File: src/rtl/pda_pkg.sv
package pda_pkg;

  // Window geometry and derived widths
  localparam int WINDOW_DEPTH = 16;
  localparam int SAMPLE_W     = 16;
  localparam int PTR_W        = $clog2(WINDOW_DEPTH);
  localparam int CNT_W        = $clog2(WINDOW_DEPTH + 1);
  localparam int SUM_W        = SAMPLE_W + PTR_W;
  localparam int DIV_CNT_W    = $clog2(SUM_W + 1);

  // Configuration port
  localparam int CFG_IDX_W  = 1;
  localparam int CFG_DATA_W = 16;

  typedef enum logic [CFG_IDX_W-1:0] {
    CFG_TARE_OFFSET = 1'b0,
    CFG_THRESHOLD   = 1'b1
  } cfg_idx_t;

  // Sequencer states
  typedef enum logic [1:0] {
    ST_IDLE,
    ST_SUM,
    ST_DIV,
    ST_EVAL
  } state_t;

  typedef struct packed {
    logic signed [SAMPLE_W-1:0] raw_pressure;
    logic                       sensor_ready;
    logic                       armed;
    logic                       cooldown_over;
    logic                       other_alarm;
    logic                       alarm_clear;
  } in_beat_t;

  typedef struct packed {
    logic signed [SAMPLE_W-1:0] pressure;
    logic signed [SAMPLE_W-1:0] average;
    logic                       alarm;
    logic                       alarm_raised;
  } out_beat_t;

endpackage

File: src/rtl/pda_ram.sv
module pda_ram #(
  parameter int WIDTH = 16,
  parameter int DEPTH = 16
) (
  input  logic                     clk,
  input  logic                     we,
  input  logic [$clog2(DEPTH)-1:0] waddr,
  input  logic [WIDTH-1:0]         wdata,
  input  logic                     re,
  input  logic [$clog2(DEPTH)-1:0] raddr,
  output logic [WIDTH-1:0]         rdata
);

  logic [WIDTH-1:0] mem_r [DEPTH];
  logic [WIDTH-1:0] rdata_r;

  // Write port and registered read port
  always_ff @(posedge clk) begin
    if (we) begin
      mem_r[waddr] <= wdata;
    end
    if (re) begin
      rdata_r <= mem_r[raddr];
    end
  end

  assign rdata = rdata_r;

endmodule

File: src/rtl/pda_div.sv
module pda_div (
  input  logic                             clk,
  input  logic                             rst_n,
  input  logic                             start,
  input  logic signed [pda_pkg::SUM_W-1:0] dividend,
  input  logic        [pda_pkg::CNT_W-1:0] divisor,
  output logic                             done,
  output logic signed [pda_pkg::SUM_W-1:0] quotient
);

  logic                             busy_r;
  logic                             done_r;
  logic [pda_pkg::DIV_CNT_W-1:0]    cnt_r;
  logic [pda_pkg::CNT_W-1:0]        rem_r;
  logic [pda_pkg::SUM_W-1:0]        quo_r;
  logic [pda_pkg::CNT_W-1:0]        dvs_r;
  logic                             neg_r;
  logic [pda_pkg::SUM_W-1:0]        mag;
  logic [pda_pkg::CNT_W:0]          trial;
  logic                             fits;

  // Magnitude of the dividend; the quotient sign follows the dividend
  assign mag   = dividend[pda_pkg::SUM_W-1] ? (~dividend + 1'b1) : dividend;
  assign trial = {rem_r, quo_r[pda_pkg::SUM_W-1]};
  assign fits  = (trial >= {1'b0, dvs_r});

  // Control: one quotient bit per cycle
  always_ff @(posedge clk) begin
    if (!rst_n) begin
      busy_r <= 1'b0;
      done_r <= 1'b0;
      cnt_r  <= '0;
    end else begin
      done_r <= 1'b0;
      if (start) begin
        busy_r <= 1'b1;
        cnt_r  <= pda_pkg::DIV_CNT_W'(pda_pkg::SUM_W);
      end else if (busy_r) begin
        cnt_r <= cnt_r - 1'b1;
        if (cnt_r == pda_pkg::DIV_CNT_W'(1)) begin
          busy_r <= 1'b0;
          done_r <= 1'b1;
        end
      end
    end
  end

  // Datapath: restoring shift and subtract
  always_ff @(posedge clk) begin
    if (start) begin
      rem_r <= '0;
      quo_r <= mag;
      dvs_r <= divisor;
      neg_r <= dividend[pda_pkg::SUM_W-1];
    end else if (busy_r) begin
      rem_r <= fits ? pda_pkg::CNT_W'(trial - {1'b0, dvs_r})
                    : pda_pkg::CNT_W'(trial);
      quo_r <= {quo_r[pda_pkg::SUM_W-2:0], fits};
    end
  end

  assign done     = done_r;
  assign quotient = neg_r ? (~quo_r + 1'b1) : quo_r;

endmodule

File: src/rtl/pressure_deviation_alarm.sv
// An accepted ready sample is registered, then summed into the window, divided by
// the serial divider and evaluated; its result is then registered into the output.
// in_ready is high only in idle, so a new sample is taken only once the last result
// has been loaded; a beat with sensor_ready low gives no result.
// Reset (rst_n, synchronous, active low) clears the sequencer, pointer, fill
// count, running sum, alarm, out_valid, tare, threshold; window not cleared.
module pressure_deviation_alarm (
  input  logic                                clk,
  input  logic                                rst_n,
  input  logic                                in_valid,
  output logic                                in_ready,
  input  pda_pkg::in_beat_t                   in_data,
  output logic                                out_valid,
  input  logic                                out_ready,
  output pda_pkg::out_beat_t                  out_data,
  input  logic                                cfg_we,
  input  logic [pda_pkg::CFG_IDX_W-1:0]       cfg_addr,
  input  logic [pda_pkg::CFG_DATA_W-1:0]      cfg_wdata
);

  pda_pkg::state_t                       state_r, state_nxt;
  logic signed [pda_pkg::SAMPLE_W-1:0]   tare_r;
  logic [pda_pkg::SAMPLE_W-1:0]          thresh_r;
  logic [pda_pkg::PTR_W-1:0]             wptr_r, wptr_nxt;
  logic [pda_pkg::CNT_W-1:0]             fill_r, fill_nxt;
  logic signed [pda_pkg::SUM_W-1:0]      sum_r, sum_nxt;
  logic                                  alarm_r;
  logic signed [pda_pkg::SAMPLE_W-1:0]   press_r;
  logic                                  armed_r, cool_r, other_r;
  logic signed [pda_pkg::SAMPLE_W-1:0]   avg_r;
  logic                                  out_valid_r;
  pda_pkg::out_beat_t                    out_data_r;

  logic                                  accept, take;
  logic                                  out_free, out_load;
  logic                                  div_start, div_done;
  logic signed [pda_pkg::SUM_W-1:0]      div_q;
  logic                                  ram_we;
  logic [pda_pkg::SAMPLE_W-1:0]          ram_rdata;
  logic                                  full;
  logic signed [pda_pkg::SAMPLE_W:0]     diff;
  logic signed [pda_pkg::SAMPLE_W-1:0]   press_sat;
  logic signed [pda_pkg::SAMPLE_W:0]     dev;
  logic [pda_pkg::SAMPLE_W:0]            dev_abs;
  logic                                  raise;

  assign accept   = in_valid && in_ready;
  assign take     = accept && in_data.sensor_ready;
  assign out_free = !out_valid_r || out_ready;
  assign full     = (fill_r == pda_pkg::CNT_W'(pda_pkg::WINDOW_DEPTH));

  // Tare and saturate the incoming sample
  always_comb begin
    diff = {in_data.raw_pressure[pda_pkg::SAMPLE_W-1], in_data.raw_pressure}
         - {tare_r[pda_pkg::SAMPLE_W-1], tare_r};
    if (diff[pda_pkg::SAMPLE_W] != diff[pda_pkg::SAMPLE_W-1]) begin
      press_sat = diff[pda_pkg::SAMPLE_W]
                ? {1'b1, {(pda_pkg::SAMPLE_W-1){1'b0}}}
                : {1'b0, {(pda_pkg::SAMPLE_W-1){1'b1}}};
    end else begin
      press_sat = diff[pda_pkg::SAMPLE_W-1:0];
    end
  end

  // Window bookkeeping: drop the oldest entry once full, add the new one
  always_comb begin
    sum_nxt = sum_r
            + pda_pkg::SUM_W'(press_r)
            - (full ? pda_pkg::SUM_W'($signed(ram_rdata)) : '0);
    fill_nxt = full ? fill_r : fill_r + 1'b1;
    wptr_nxt = (wptr_r == pda_pkg::PTR_W'(pda_pkg::WINDOW_DEPTH - 1))
             ? '0 : wptr_r + 1'b1;
  end

  // Deviation compare
  always_comb begin
    dev     = {press_r[pda_pkg::SAMPLE_W-1], press_r}
            - {avg_r[pda_pkg::SAMPLE_W-1], avg_r};
    dev_abs = dev[pda_pkg::SAMPLE_W] ? (~dev + 1'b1) : dev;
    raise   = armed_r && !alarm_r && !other_r && cool_r && full
            && (dev_abs > {1'b0, thresh_r});
  end

  // Next state
  always_comb begin
    state_nxt = state_r;
    unique case (state_r)
      pda_pkg::ST_IDLE: begin
        if (take) state_nxt = pda_pkg::ST_SUM;
      end
      pda_pkg::ST_SUM: begin
        state_nxt = pda_pkg::ST_DIV;
      end
      pda_pkg::ST_DIV: begin
        if (div_done) state_nxt = pda_pkg::ST_EVAL;
      end
      pda_pkg::ST_EVAL: begin
        if (out_free) state_nxt = pda_pkg::ST_IDLE;
      end
      default: state_nxt = pda_pkg::ST_IDLE;
    endcase
  end

  // Sequencer outputs
  always_comb begin
    in_ready  = 1'b0;
    div_start = 1'b0;
    ram_we    = 1'b0;
    out_load  = 1'b0;
    unique case (state_r)
      pda_pkg::ST_IDLE: in_ready = 1'b1;
      pda_pkg::ST_SUM: begin
        div_start = 1'b1;
        ram_we    = 1'b1;
      end
      pda_pkg::ST_DIV: ;
      pda_pkg::ST_EVAL: out_load = out_free;
      default: ;
    endcase
  end

  // Control registers
  always_ff @(posedge clk) begin
    if (!rst_n) begin
      state_r     <= pda_pkg::ST_IDLE;
      wptr_r      <= '0;
      fill_r      <= '0;
      sum_r       <= '0;
      alarm_r     <= 1'b0;
      out_valid_r <= 1'b0;
      tare_r      <= '0;
      thresh_r    <= '0;
    end else begin
      state_r <= state_nxt;
      if (ram_we) begin
        wptr_r <= wptr_nxt;
        fill_r <= fill_nxt;
        sum_r  <= sum_nxt;
      end
      // Clear on request at acceptance, latch on a raising evaluation
      if (accept && in_data.alarm_clear) begin
        alarm_r <= 1'b0;
      end else if (out_load && raise) begin
        alarm_r <= 1'b1;
      end
      if (out_load) begin
        out_valid_r <= 1'b1;
      end else if (out_ready) begin
        out_valid_r <= 1'b0;
      end
      if (cfg_we) begin
        case (cfg_addr)
          pda_pkg::CFG_TARE_OFFSET: tare_r   <= cfg_wdata;
          pda_pkg::CFG_THRESHOLD:   thresh_r <= cfg_wdata;
          default: ;
        endcase
      end
    end
  end

  // Payload registers
  always_ff @(posedge clk) begin
    if (take) begin
      press_r <= press_sat;
      armed_r <= in_data.armed;
      cool_r  <= in_data.cooldown_over;
      other_r <= in_data.other_alarm;
    end
    if (div_done) begin
      avg_r <= div_q[pda_pkg::SAMPLE_W-1:0];
    end
    if (out_load) begin
      out_data_r.pressure     <= press_r;
      out_data_r.average      <= avg_r;
      out_data_r.alarm        <= alarm_r || raise;
      out_data_r.alarm_raised <= raise;
    end
  end

  pda_ram #(
    .WIDTH (pda_pkg::SAMPLE_W),
    .DEPTH (pda_pkg::WINDOW_DEPTH)
  ) u_window (
    .clk   (clk),
    .we    (ram_we),
    .waddr (wptr_r),
    .wdata (press_r),
    .re    (take),
    .raddr (wptr_r),
    .rdata (ram_rdata)
  );

  pda_div u_div (
    .clk      (clk),
    .rst_n    (rst_n),
    .start    (div_start),
    .dividend (sum_nxt),
    .divisor  (fill_nxt),
    .done     (div_done),
    .quotient (div_q)
  );

  assign out_valid = out_valid_r;
  assign out_data  = out_data_r;

  // Fill count never passes the window depth
  a_fill_bound: assert property (@(posedge clk) disable iff (!rst_n)
    fill_r <= pda_pkg::CNT_W'(pda_pkg::WINDOW_DEPTH))
    else $error("fill count beyond window depth");

  // Divider finishes only while the sequencer waits for it
  a_div_done_state: assert property (@(posedge clk) disable iff (!rst_n)
    div_done |-> (state_r == pda_pkg::ST_DIV))
    else $error("divider done outside divide state");

  // A clear request leaves the alarm low on the next cycle
  a_clear: assert property (@(posedge clk) disable iff (!rst_n)
    (accept && in_data.alarm_clear) |=> !alarm_r)
    else $error("alarm not cleared");

  // A raised alarm is reported as set
  a_raised_set: assert property (@(posedge clk) disable iff (!rst_n)
    (out_valid_r && out_data_r.alarm_raised) |-> out_data_r.alarm)
    else $error("raised without alarm");

endmodule
File: config.mk
export PLATFORM = sky130hd
export DESIGN_NAME = pressure_deviation_alarm
export DESIGN_NICKNAME = d
export VERILOG_FILES = /design/src/rtl/pda_pkg.sv /design/src/rtl/pda_ram.sv /design/src/rtl/pda_div.sv /design/src/rtl/pressure_deviation_alarm.sv
export SDC_FILE = /design/constraint.sdc
export NUM_CORES = 1
export LEC_CHECK = 0
export ABC_AREA = 0
export BUFFER_PORTS_ARGS = -buffer_cell sky130_fd_sc_hd__buf_2
export CAP_MARGIN = 20
export CORE_UTILIZATION = 65
export DETAILED_ROUTE_END_ITERATION = 8
export MAX_ROUTING_LAYER = met4
export PLACE_DENSITY_LB_ADDON = 0.05
export RECOVER_POWER = 100
export SYNTH_ARGS = -nofsm -noshare
export SYNTH_HDL_FRONTEND = slang
export SYNTH_SLANG_ARGS = --single-unit
export TNS_END_PERCENT = 1
File: constraint.sdc
create_clock -name clk -period 11.4 [get_ports clk]
set_input_delay 0 -clock clk [delete_from_list [all_inputs] [get_ports clk]]
set_output_delay 0 -clock clk [all_outputs]
set_load 0.005 [all_outputs]
Yosys cells after proc, flatten, opt, wreduce, memory -nomap -nowiden

Memory sizes are Yosys's and may differ from the RTL's. A register that Yosys moved wholly into a read port is not among the register bits.
Index checks and enable logic that the tools add are counted.

Register bits after elaboration: 172
RAM bits: 256
Input bits: 43
Output and inout port bits: 36
Logic and storage cells: 106
Memories: 1

Memories:

| name           | words | width | read ports | clocked after Yosys merged registers in | write ports | RTL line      | text |
|---|---|---|---|---|---|---|---|
| u_window.mem_r | 16    | 16    | 1          | 1                                       | 1           | pda_ram.sv:14 | `logic [WIDTH-1:0] mem_r [DEPTH];` |

Add/sub/neg operators: 11
$lt $le $gt $ge: 2
Equality and inequality tests: 10
Muxes and demuxes: 28
Bitwise logic cells: 6
Reduce and logical (&&, ||, !) cells: 23

Operators by type and width:

| operator                                            | count |
|---|---|
| two-way mux 20 bit                                  | 4 |
| two-way mux 16 bit                                  | 3 |
| subtractor 16 x 16 -> 17 bit                        | 2 |
| adder 20 x 1 -> 20 bit, second input constant       | 1 |
| adder 20 bit                                        | 1 |
| two-way mux 5 bit                                   | 4 |
| NOT 20 bit                                          | 1 |
| subtractor 20 bit                                   | 1 |
| adder 17 x 1 -> 17 bit, second input constant       | 1 |
| > comparator 17 x 16 -> 1 bit                       | 1 |
| two-way mux 17 bit                                  | 1 |
| NOT 17 bit                                          | 1 |
| adder 16 x 1 -> 16 bit, second input constant       | 1 |
| NOT 16 bit                                          | 1 |
| two-way mux 1 bit                                   | 11 |
| logical AND 1 bit                                   | 9 |
| case mux 2 bit (4 select lines)                     | 1 |
| greater-or-equal comparator 6 x 5 -> 1 bit          | 1 |
| two-way mux 2 bit                                   | 3 |
| adder 5 x 1 -> 5 bit, second input constant         | 1 |
| equality test 5 x 1 -> 1 bit, second input constant | 1 |
| equality test 5 bit, second input constant          | 1 |
| subtractor 5 x 1 -> 5 bit, second input constant    | 1 |
| subtractor 5 bit                                    | 1 |
| other kinds (17)                                    | 27 |

Depth between registers and ports, before layout

Gate-level depths: netlist of run 1.

Word-level depth: 7
Depth in mapped cells: 22
Depth with buffers taken out: 21

Modules after synthesis

From an unflattened synthesis of run 1, not the netlist that was laid out.

Cell total of the unflattened synthesis: 1726
Area, all modules: 22096.2 um^2

Modules (own cells, without submodules):

| module                   | instances | cells an instance | area each (um^2) | sequential area each (um^2) |
|---|---|---|---|---|
| pda_ram                  | 1         | 432               | 10202.3          | 8167.8 |
| pressure_deviation_alarm | 1         | 993               | 9230.1           | 3373.2 |
| pda_div                  | 1         | 301               | 2663.8           | 1021.0 |

Worst setup path before layout of run 1

Ideal clock, no wire load.

Path type: register to register
From: register fill_r[0] (netlist bit)
To: register u_div.quo_r[17] (netlist bit), data pin
Setup time: 0.270 ns
Arrival: 4.109 ns
Required time: 11.130 ns
Slack: 7.021 ns
Stages on the path, launching flop included: 19
Path buffers: 2
Period minus slack after synthesis: 4.379 ns
Cell sequence: dfxtp_1 inv_1 ha_1 and4bb_1 clkbuf_1 and2_1 fa_1 inv_1 ha_1 buf_2 nand2_1 o31ai_4 xor2_2 or4_4 nor4b_4 nand3_2 o31ai_2 xor2_1 a21oi_1

Word-level cells in the longest chain between the ends: 7

RTL lines:

| what                     | RTL line                        | text |
|---|---|---|
| start: declaration       | pressure_deviation_alarm.sv:25  | `logic [pda_pkg::CNT_W-1:0] fill_r, fill_nxt;` |
| start signal: assignment | pressure_deviation_alarm.sv:137 | `fill_r <= fill_nxt;` |
| equality test 5 bit *    | pressure_deviation_alarm.sv:50  | `assign full = (fill_r == pda_pkg::CNT_W'(pda_pkg::WINDOW_DEPTH));` |
| two-way mux 20 bit *     | pressure_deviation_alarm.sv:69  | `- (full ? pda_pkg::SUM_W'($signed(ram_rdata)) : '0);` |
| subtractor 20 bit *      | pressure_deviation_alarm.sv:69  |  |
| NOT 20 bit               | pda_div.sv:23                   | `assign mag = dividend[pda_pkg::SUM_W-1] ? (~dividend + 1'b1) : dividend;` |
| adder 20 x 1 -> 20 bit   | pda_div.sv:23                   |  |
| two-way mux 20 bit *     | pda_div.sv:23                   |  |
| two-way mux 20 bit *     | pda_div.sv:50                   | `if (start) begin` |
| end signal: assignment   | pda_div.sv:52                   | `quo_r <= mag;` |
| end signal: assignment   | pda_div.sv:58                   | `quo_r <= {quo_r[pda_pkg::SUM_W-2:0], fits};` |
| end: declaration         | pda_div.sv:15                   | `logic [pda_pkg::SUM_W-1:0] quo_r;` |

Mark *: on every way between the ends. The rest lies on a longest branch, timed or not.
A chain may end at the register's enable or synchronous reset.

Worst setup path after layout of run 1

From: register fill_r[0] (netlist bit)
To: register u_div.quo_r[7] (netlist bit), data pin

Same word-level chain as after synthesis.

==> metrics.md, run 1 <==
| Metric | Value |
|---|---|
| First-pass GRT wire length | 76000 um |
| Vias | 13506 |
| Arr. time, crit path | 5.92 ns |
| Share of total power in the clock network | about a quarter |
| Initial antenna violation count | 2 |
| Syn nets | 1792 |
| Setup-failing EPs final | 0 |
| Req. time, crit path | between 10 and 15 ns |
| Global router's overall resource usage | ~31% |
| Comb pwr share | between 30% and 40% |
| Failing checks | capacitance limit, slew limit |
| Biggest fanout along the worst timing path | 20 |
| R2R Setup Slk | 5.78 ns |
| Post-synthesis cell count | about 1600 |
| RSZ-0062 raised after global routing | no |
| # clock sinks | around 440 |
| Setup tns final | 0 ns |
| Final ANT Viol Nets | 0 |
| Relative slew slack | -122% |
| Fmax | around 180 MHz |
| Half-perimeter wire length after placement | 30600 um |
| Die Ht | about 180 um |
| Sequential power share | around 37% |
| Layout area overhead | 11.6% |
| YS warnings | 0 |
| CTS tree | done |
| Switching Power | 2.16 mW |
| Worst-Margin Slew | ~3.3 ns |
| CTS buffer count | 44 |
| Asr flop ratio synth | 0% |
| Clk root buf | clkbuf_16 |
| Share of cells above drive strength 1 | between 10% and 20% |
| Wire per inst | 22.5 um |
| Htree depth | 2 |
| Main synth FF type | edfxtp_1 |
| Worst hold path class | in -> reg |
| Post-synth EDFFs | approximately 370 |
| Synth Register Bits | between 400 and 500 |
| Mean number of vias per cell | just over 6 |
| Post-CTS Resized | 0 |
| DRC Markers | 0 |
| Commonest non-fill, non-tap cell in the layout | edfxtp_1 |
| Seq/Total Area, Yosys | 58.3% |
| Maxcap violations | 18 |
| Post-Syn Area per Cell | around 13 um^2 |
| Number of port buffers | 78 |
| Core area | 0.0326 mm^2 |
| Crit Path Class | reg -> reg |
| LEAKAGE | about 8.5 nW |
| Leading area contributor after synthesis | edfxtp_1 |
| Yosys cell types | between 80 and 90 |
| Pin count of the biggest net entering global routing | between 60 and 70 |
| Area of the multi-input gates | 0.00812 mm^2 |
| Starting Density | roughly two thirds |
| Skew final | between 0.02 and 0.025 ns |
| Final Hold Fails | 0 |
| Maximum VDD drop | between 0.1 and 0.15 mV |
| Dpl cell area | 0.0224 mm^2 |
| Slew Limit Fails | around 520 |
| Setup Buffers After CTS | 0 |
| Register area | around 0.013 mm^2 |
| Crit. End Element | register |
| Switching share of power | roughly 36% |
| Initial drt markers | roughly 1200 |
| Synth Cell Area | around 0.022 mm^2 |
| Post-layout net count | approximately 1900 |
| Outcome | complete, but fails checks |
| CTS Hold Bufs | 30 |
| Worst-Skew Late Latency | approximately 0.57 ns |
| Design area | around 0.024 mm^2 |
| Number of top-level pins | 79 |
| Commonest cells after routing, fill and taps aside | edfxtp_1, inv_1, nand2_1 |
| Vias in the first global route | approximately 13000 |
| DRT Pass-1 Iters | 5 |
| Top post-synthesis cells by area | edfxtp_1, mux4_2, dfxtp_1, ha_1, inv_1 |
| Placer congestion estimate | ~0.87 |
| Clock slew at reported path FFs | ~0.06 ns |
| Crit path launch type | register |
| Period minus WS final | 5.62 ns |
| CTS Buffer Depth | 3 |
| Die ar. | about 0.034 mm^2 |
| P per Cell Area | around 250 mW/mm^2 |
| Fill count | around 2100 |
| Grt ovf | 0 |
| Die width | between 150 and 200 um |
| Final wirelength | ~50000 um |
| Period utilization | 49.3% |
| Post-route core utilization | between 70% and 80% |
| # rows | 66 |
| Top-area cell type share of the netlist area | 51.1% |
| Pint | between 3 and 4 mW |
## stage by stage
step	hold slack (ns)	total power, mW	cells	worst slack [ns]
finish	0.0303	6.08	2232	5.78
global route	0.0764	6.43	2231	5.06
CTS	0.0181	6.12	2226	6.53
detailed placement	0.183	4.59	2114	6.57
global placement	0.179	4.54	2113	6.68
floorplan	0.0989	4.07	1639	7.02
## path summary, 6_finish.rpt
| check | startpoint | cells after the start | end |
|---|---|---|---|
| worst max-delay path | fill_r[0] | 17 | u_div.quo_r[7] |
| worst min-delay path | in_valid | 5 | state_r[0] |
| worst max register to register | fill_r[0] | 17 | u_div.quo_r[7] |
| worst min register to register | avg_r[14] | 0 | out_data[16] |
## worst max-delay path, stage by stage, from the launching register on
cell and delay (ns):
dfxtp_1 0.45, inv_1 0.08, ha_1 0.20, and4bb_1 0.40
and2_0 0.27, fa_1 0.50, inv_1 0.05, ha_1 0.40
nand2_1 0.08, o31ai_1 0.83, a211oi_1 0.22, o21ai_0 0.40
a2111o_1 0.20, nand3_1 0.23, inv_1 0.42, o21ai_0 0.19
xor2_1 0.17, mux2_2 0.27
## flip-flops by register name, indices dropped and copies added (netlist names), 16 cells and up
register and cells:
out_data 34, u_window.mem_r 256, press_r 16, u_window.rdata 16
sum_r 20, thresh_r 16, avg_r 16, tare_r 16
u_div.quo_r 20
## power groups by stage
stage	clock network [mW]	logic, mW	registers (mW)
2_1_floorplan	0	1.92	2.15
3_3_place_gp	0	2.30	2.24
3_5_place_dp	0	2.34	2.25
4_1_cts	1.52	2.38	2.22
5_1_grt	1.57	2.61	2.25
6_report	1.50	2.35	2.22
## cell type report
class	instances	area share, %
Antenna cell	2	0.0208
Clock buffer	55	4.92
Clock inverter	27	1.29
Inverter	159	2.48
Multi-Input combinational cell	979	33.8
Sequential cell	444	52.2
Tap cell	442	2.30
Timing Repair Buffer	124	3.05
## kinds of logic after synthesis
family | share of synthesized area (%)
buffers and inverters | 3.81
adders and majority gates | 7.20
DFF | 58.3
AOI/OAI and AO/OA | 7.93
and+or+nand+nor | 9.23
xor gates and xnor gates | 3.97
muxes | 9.58
## Yosys cell counts, drive strengths merged, types with 3 or more instances
cell,number
edfxtp,367
inv,159
nand2,117
a21oi,108
nor2,107
ha,88
mux4,80
dfxtp,77
xnor2,53
o21ai,48
xor2,43
clkbuf,40
and2,39
nor3,25
mux2i,23
nor2b,23
fa,22
nand3,20
a211oi,17
buf,17
nand2b,17
o31ai,15
a21o,14
o21a,11
a31oi,10
and3,8
o31a,8
nand4,7
or3,6
a2111oi,5
nor4,4
nor4b,4
o2111ai,4
or2,4
or4,4
and4bb,3
mux2,3
nand3b,3
o211ai,3
o311ai,3
o41ai,3
## per-layer routing
| layer | vias to the layer above | routed length, um | track usage (%) | part of all wire [%] |
|---|---|---|---|---|
| li1 | 6227 | - | - | - |
| met1 | 6616 | 20400 | 40.0 | 41 |
| met2 | 546 | 24000 | 49.2 | 48 |
| met3 | 117 | 3970 | 6.20 | 7.9 |
| met4 | 0 | 1750 | 12.4 | 3.5 |
| met5 | - | 0 | - | 0 |
Note: power is estimated with default switching activity, not from simulation.
==> inputs of run 2 (changes only) <==
- CORE_UTILIZATION: 65 -> 56
- clock period: 11.4 -> 4.7 ns (I/O delays scaled with it)
==> run 2 against run 1 <==
Effect of this change:
- the flow still finishes with violations (capacitance limit, slew limit)
- critical path depth decreased by 1
- clock power up 140%
- largest cell class unchanged
- critical endpoint is now u_div.quo_r[17]
- non-clock buffer count is 39 higher
- via count shrank 2.0%
- combinational power rose to 2.6 times the previous value
==> metrics.md, run 2 (same netlist as run 1, synthesis figures left out) <==
| Metric | Value |
|---|---|
| Outcome | complete, but fails checks |
| Failing checks | capacitance limit, slew limit |
| Final cell count without fillers | approximately 2300 |
| Starting Density | between 50% and 60% |
| Worst-Margin Slew | 3.10 ns |
| Initial antenna violation count | 0 |
| Post-layout net count | 1945 |
| Post-route setup slack | around 0.18 ns |
| Vias in the first global route | about 13000 |
| CTS buffer count | 45 |
| DRT Pass-1 Iters | 5 |
| Crit path buf inv count | 2 |
| Vias | 13235 |
| DRC Markers | 0 |
| Commonest non-fill, non-tap cell in the layout | edfxtp_1 |
| CTS tree | done |
| Setup Buffers After CTS | 0 |
| Met3 WL post-DR | approximately 2500 um |
| Period minus WS final | approximately 4.5 ns |
| DP Worst Slack | about 0.081 ns |
| Crit Path Class | reg -> reg |
| Die width | between 150 and 200 um |
| First-pass GRT wire length | 75000 um |
| Routed wl met2 | roughly 23000 um |
| Period utilization | 96.1% |
| Crit path cell chain | inv_1, ha_1, and4bb_4, and2_1, fa_1, inv_1, ha_1, a211oi_4, o31ai_4, xor2_2, or4_4, nor4b_4, nand3_2, o31ai_2, xor2_1, a21oi_1 |
| Mean number of vias per cell | roughly 5.7 |
| Initial drt markers | 867 |
| # clock sinks | roughly 440 |
| Worst hold path class | in -> reg |
| Maxcap violations | 10 |
| Fill count | about 2900 |
| Wire per inst | approximately 21 um |
| Req. time, crit path | ~5.0 ns |
| Most flop-heavy register | u_window.mem_r |
| Final wirelength | just under 50000 um |
| Die Ht | around 200 um |
| Crit-path slowest cell | or4_4 |
| Hold Crit Start | cfg_we |
| Hold Crit Depth | 4 |
| Crit-path max cell delay | between 0.5 and 0.6 ns |
| Relative slew slack | -107% |
| Final ANT Viol Nets | 0 |
| R2R Setup Slk | around 0.18 ns |
| Placer congestion estimate | between 0.8 and 0.9 |
| Slew Limit Fails | 280 |
| # diodes | 0 |
| Crit. End Element | register |
| Worst R2R Path Depth | 16 |
| Setup-failing EPs final | 0 |
| CP top delay family | simple AND/OR/NAND/NOR gates |
| Htree depth | 2 |
| Fmax | 221 MHz |
| # placed instances | approximately 2200 |
| Worst-Skew Late Latency | between 0.5 and 0.6 ns |
| Share of cells above drive strength 1 | 14.7% |
| # rows | between 70 and 80 |
| RSZ-0062 raised after global routing | yes |
| Power Total | around 15 mW |
| Global router's overall resource usage | around a quarter |
| Number of port buffers | 78 |
| Clock slew at reported path FFs | around 0.06 ns |
| Core area | around 0.038 mm^2 |
| Layout area overhead | 13.7% |
| Arr. time, crit path | 4.79 ns |
| Start of the worst register-to-register path | fill_r[1] |
| Half-perimeter wire length after placement | 33300 um |
| Clk root buf | clkbuf_16 |
| Maximum VDD drop | between 0.3 and 0.4 mV |
| Crit path launch type | register |
| Number of top-level pins | between 70 and 80 |
| CTS Buffer Depth | 3 |
| Max reg flops | approximately 260 |
| Commonest cells after routing, fill and taps aside | edfxtp_1, inv_1, nand2_1 |
| Grt ovf | 0 |
| Biggest fanout along the worst timing path | 16 |
| Hold EP | tare_r[5] |
| Pin count of the biggest net entering global routing | 61 |
| LEAKAGE | between 8 and 9 nW |
| Final Hold Fails | 0 |
| Die ar. | around 0.039 mm^2 |
| Top Layer Used | met4 |
| Skew final | between 0.03 and 0.04 ns |
| P per Cell Area | 613 mW/mm^2 |
| Reg-to-reg endpoint | u_div.quo_r[17] |
| Routed met1 length | between 20000 and 25000 um |
==> run 2: cell count changes in the layout (fill, tap and decap cells not counted), moves of 3 or more <==
cell	delta
clkbuf_1	+5
o21ai_0	-3
o31ai_1	-3
clkbuf_2	+3
o21ai_1	+3
buf_4	+30
and2_0	-3
==> run 2: worst max path at each step <==
stage | start | slack [ns] | depth (start not counted) | to
global placement | fill_r[1] | 0.15 | 16 | u_div.quo_r[17]
detailed placement | fill_r[1] | 0.08 | 16 | u_div.quo_r[17]
global route | press_r[1] | -0.07 | 19 | out_data[1]
floorplan | fill_r[0] | 0.32 | 18 | u_div.quo_r[17]
finish | fill_r[1] | 0.18 | 16 | u_div.quo_r[17]
CTS | fill_r[1] | 0.07 | 16 | u_div.quo_r[17]
==> run 2: metrics by stage <==
stage,util [%],hold WS (ns),instance area (um^2),TNS [ns]
3_5_place_dp,60.5,0.181,22800,0
3_3_place_gp,60.3,0.178,22800,0
2_1_floorplan,-,0.0989,21600,0
5_1_grt,64.9,0.0237,24500,-0.134
4_1_cts,65.2,0.00163,24600,0
6_report,64.9,0.0338,24500,0
==> run 2: where the power goes <==
| part | internal [mW] | leakage, nW | switching (mW) |
|---|---|---|---|
| sequential | 4.93 | 3.95 | 0.379 |
| clock | 2.12 | 0.738 | 1.52 |
| combinational | 2.63 | 4.00 | 3.46 |
==> run 2: timing repair <==
action / in CTS / in global routing
hold endpoints to repair: 58 / 0
resized for setup: 0 / 22
setup endpoints to repair: 0 / 22
hold buffers: 29 / 0
==> run 2: area by class of cell <==
class	instances	area (um^2)	share of cell area [%]
timing repair buffer	163	970	3.96
inverter	159	597	2.43
tap	511	639	2.61
multi-input combinational	979	8240	33.6
sequential	444	12600	51.3
clock inverter	29	335	1.37
clock buffer	54	1170	4.77
==> run 2: routing by layer <==
metal / global-route usage [%] / up-vias
li1: - / 6308
met1: 36.7 / 6542
met2: 40.9 / 310
met3: 4.28 / 75
met4: 8.35 / 0
met5: - / -
==> run 2: tightest hold or removal path: stages <==
cell and delay (ns):
buf_2 0.12, nor2b_1 0.27, nand2_1 0.13, a21oi_1 0.05
==> inputs of run 3 (changes only) <==
- CORE_ASPECT_RATIO: default -> 0.5
- SYNTH_HIERARCHICAL: default -> 1
==> run 3 against run 2 <==
Effect of this change:
- the flow still finishes with violations (capacitance limit, slew limit)
- maximum frequency shrank 0.93%
- highest routed layer unchanged
- register-to-register slack lost 0.04 ns
- worst hold slack lost 0.011 ns
- critical endpoint is now u_div/quo_r[18]
- die area grew 2.2%
==> metrics.md, run 3 <==
| Metric | Value |
|---|---|
| Origin of the worst setup path | fill_r[0] |
| Clk root buf | clkbuf_16 |
| Failing checks | capacitance limit, slew limit |
| Share of cells above drive strength 1 | 16.9% |
| Crit-path max cell delay | between 0.4 and 0.5 ns |
| Crit. End Element | register |
| Number of top-level pins | 79 |
| Power Total | roughly 15 mW |
| Worst-Skew Late Latency | 0.56 ns |
| Post-Syn Area per Cell | between 10 and 15 um^2 |
| Initial drt markers | between 1000 and 1500 |
| Most flop-heavy register | u_window/mem_r |
| Worst R2R Path Depth | 19 |
| Final ANT Viol Nets | 0 |
| Fmax | about 220 MHz |
| Post-route setup slack | 0.140 ns |
| Reg-to-reg endpoint | u_div/quo_r[18] |
| # rows | 50 |
| Final wirelength | approximately 55000 um |
| Post-layout net count | just over 2000 |
| CTS buffer count | 39 |
| Crit Path Class | reg -> reg |
| Number of port buffers | ~80 |
| Hold Crit Start | in_data[5] |
| Half-perimeter wire length after placement | roughly 38000 um |
| Worst-Margin Slew | about 2.7 ns |
| Vias in the first global route | approximately 14000 |
| Fill count | approximately 2900 |
| Htree depth | 2 |
| R2R Setup Slk | roughly 0.14 ns |
| Post-route core utilization | about two thirds |
| Syn nets | 1865 |
| Outcome | complete, but fails checks |
| Register area | approximately 0.013 mm^2 |
| Pin count of the biggest net entering global routing | just over 60 |
| Biggest fanout along the worst timing path | 18 |
| Starting Density | just under 60% |
| Wire per inst | 22.4 um |
| Slew Limit Fails | between 150 and 200 |
| Hold EP | press_r[0] |
| Layout area overhead | 14.7% |
| Min Hold Slack | between 0.02 and 0.025 ns |
| CTS Buffer Depth | 3 |
| Crit-path slowest cell | fa_1 |
| Final Hold Fails | 0 |
| Skew final | approximately 0.020 ns |
| LEAKAGE | 9.00 nW |
| Relative slew slack | -81.8% |
| # clock sinks | around 440 |
| Maximum VDD drop | 0.416 mV |
| RSZ-0062 raised after global routing | yes |
| Setup-failing EPs final | 0 |
| Die Ht | 142 um |
| DRC Markers | 0 |
| Vias | 14435 |
| Worst hold path class | in -> reg |
| Commonest cells after routing, fill and taps aside | edfxtp_1, inv_1, nand2_1 |
| Max reg flops | around 260 |
| Initial antenna violation count | 4 |
| Maxcap violations | 7 |
| Period utilization | between 90% and 100% |
| Synth Cell Area | 0.0220 mm^2 |
| CTS tree | done |
| Start of the worst register-to-register path | fill_r[0] |
| Hold Crit Depth | 4 |
| Grt ovf | 0 |
| First-pass GRT wire length | a little over 80000 um |
| Period minus WS final | roughly 4.6 ns |
| Post-synthesis cell count | 1715 |
| Commonest non-fill, non-tap cell in the layout | edfxtp_1 |
| Area of the multi-input gates | 0.00877 mm^2 |
| DP Worst Slack | -0.116 ns |
| Clock slew at reported path FFs | ~0.070 ns |
| Req. time, crit path | 5.00 ns |
| Crit path launch type | register |
| Mean number of vias per cell | between 5 and 6 |
| DRT Pass-1 Iters | 5 |
| Global router's overall resource usage | between 20 and 30% |
| Crit path cell chain | inv_1, ha_1, nor4bb_4, buf_12, and2_1, fa_1, inv_1, ha_1, nor2b_1, o21a_1, o21ai_2, a21oi_2, or3b_1, a31oi_1, xnor2_1, nor3_1, and3_1, and3_1, or3_1 |
| P per Cell Area | ~600 mW/mm^2 |
| Arr. time, crit path | 4.86 ns |
| Die ar. | about 0.04 mm^2 |
| Die width | ~280 um |
| YS warnings | 6 |
| Core area | roughly 0.038 mm^2 |
| Placer congestion estimate | around 0.99 |
## run 3: worst max path at each step
stage                     slack, ns  cells past startpoint               to
after detailed placement      -0.12                     20  u_div/quo_r[17]
final                          0.14                     19  u_div/quo_r[18]
after CTS                     0.008                     20  u_div/quo_r[17]
after floorplan                0.04                     19  u_div/quo_r[11]
after global routing           -0.1                     19      out_data[1]
after global placement         0.04                     18      out_data[1]
## run 3: metrics by stage
stage	area [um^2]	instances	TNS, ns
global placement	23500	2324	0
CTS	25100	2424	0
finish	25300	2442	0
detailed placement	23500	2324	-0.285
floorplan	22000	1715	0
global route	25300	2441	-0.380
## run 3: timing repair
item | in CTS | in global routing
gates resized for setup | 7 | 36
endpoints found under the hold margin | 37 | 0
hold buffers | 25 | 0
setup buffers | 5 | 11
pin swaps | 1 | 26
gates cloned | 0 | 1
endpoints found under the setup margin | 6 | 22
## run 3: critical path: cells and delay by family, from the launching register on
kind | cells | cell delay [ns]
buffers and inverters | 3 | 0.23
AOI/OAI and AO/OA | 4 | 0.82
adders and majority gates | 3 | 1.00
xor gates and xnor gates | 1 | 0.20
DFF | 1 | 0.33
and+or+nand+nor | 8 | 1.73
## run 3: final cells by class
class | instances | area share [%]
Antenna cell | 3 | 0.0297
Timing Repair Buffer | 205 | 5.33
Sequential cell | 444 | 49.7
Tap cell | 520 | 2.58
Inverter | 158 | 2.35
Clock buffer | 50 | 4.15
Clock inverter | 20 | 1.08
Multi-Input combinational cell | 1042 | 34.7
## run 3: power breakdown
group          internal (mW)  switching [mW]
Sequential              4.91           0.384
Clock                   1.89            1.48
Combinational           2.75            3.66
## run 3: per-layer routing
layer / global-route usage, % / vias to the layer above / share of wire (%) / wire length [um]
met5: - / - / 0 / 0
met4: 4.55 / 0 / 1.2 / 638
met3: 7.93 / 55 / 9.3 / 5090
met2: 39.4 / 503 / 42 / 23200
met1: 42.6 / 7154 / 47 / 25900
li1: - / 6723 / - / -
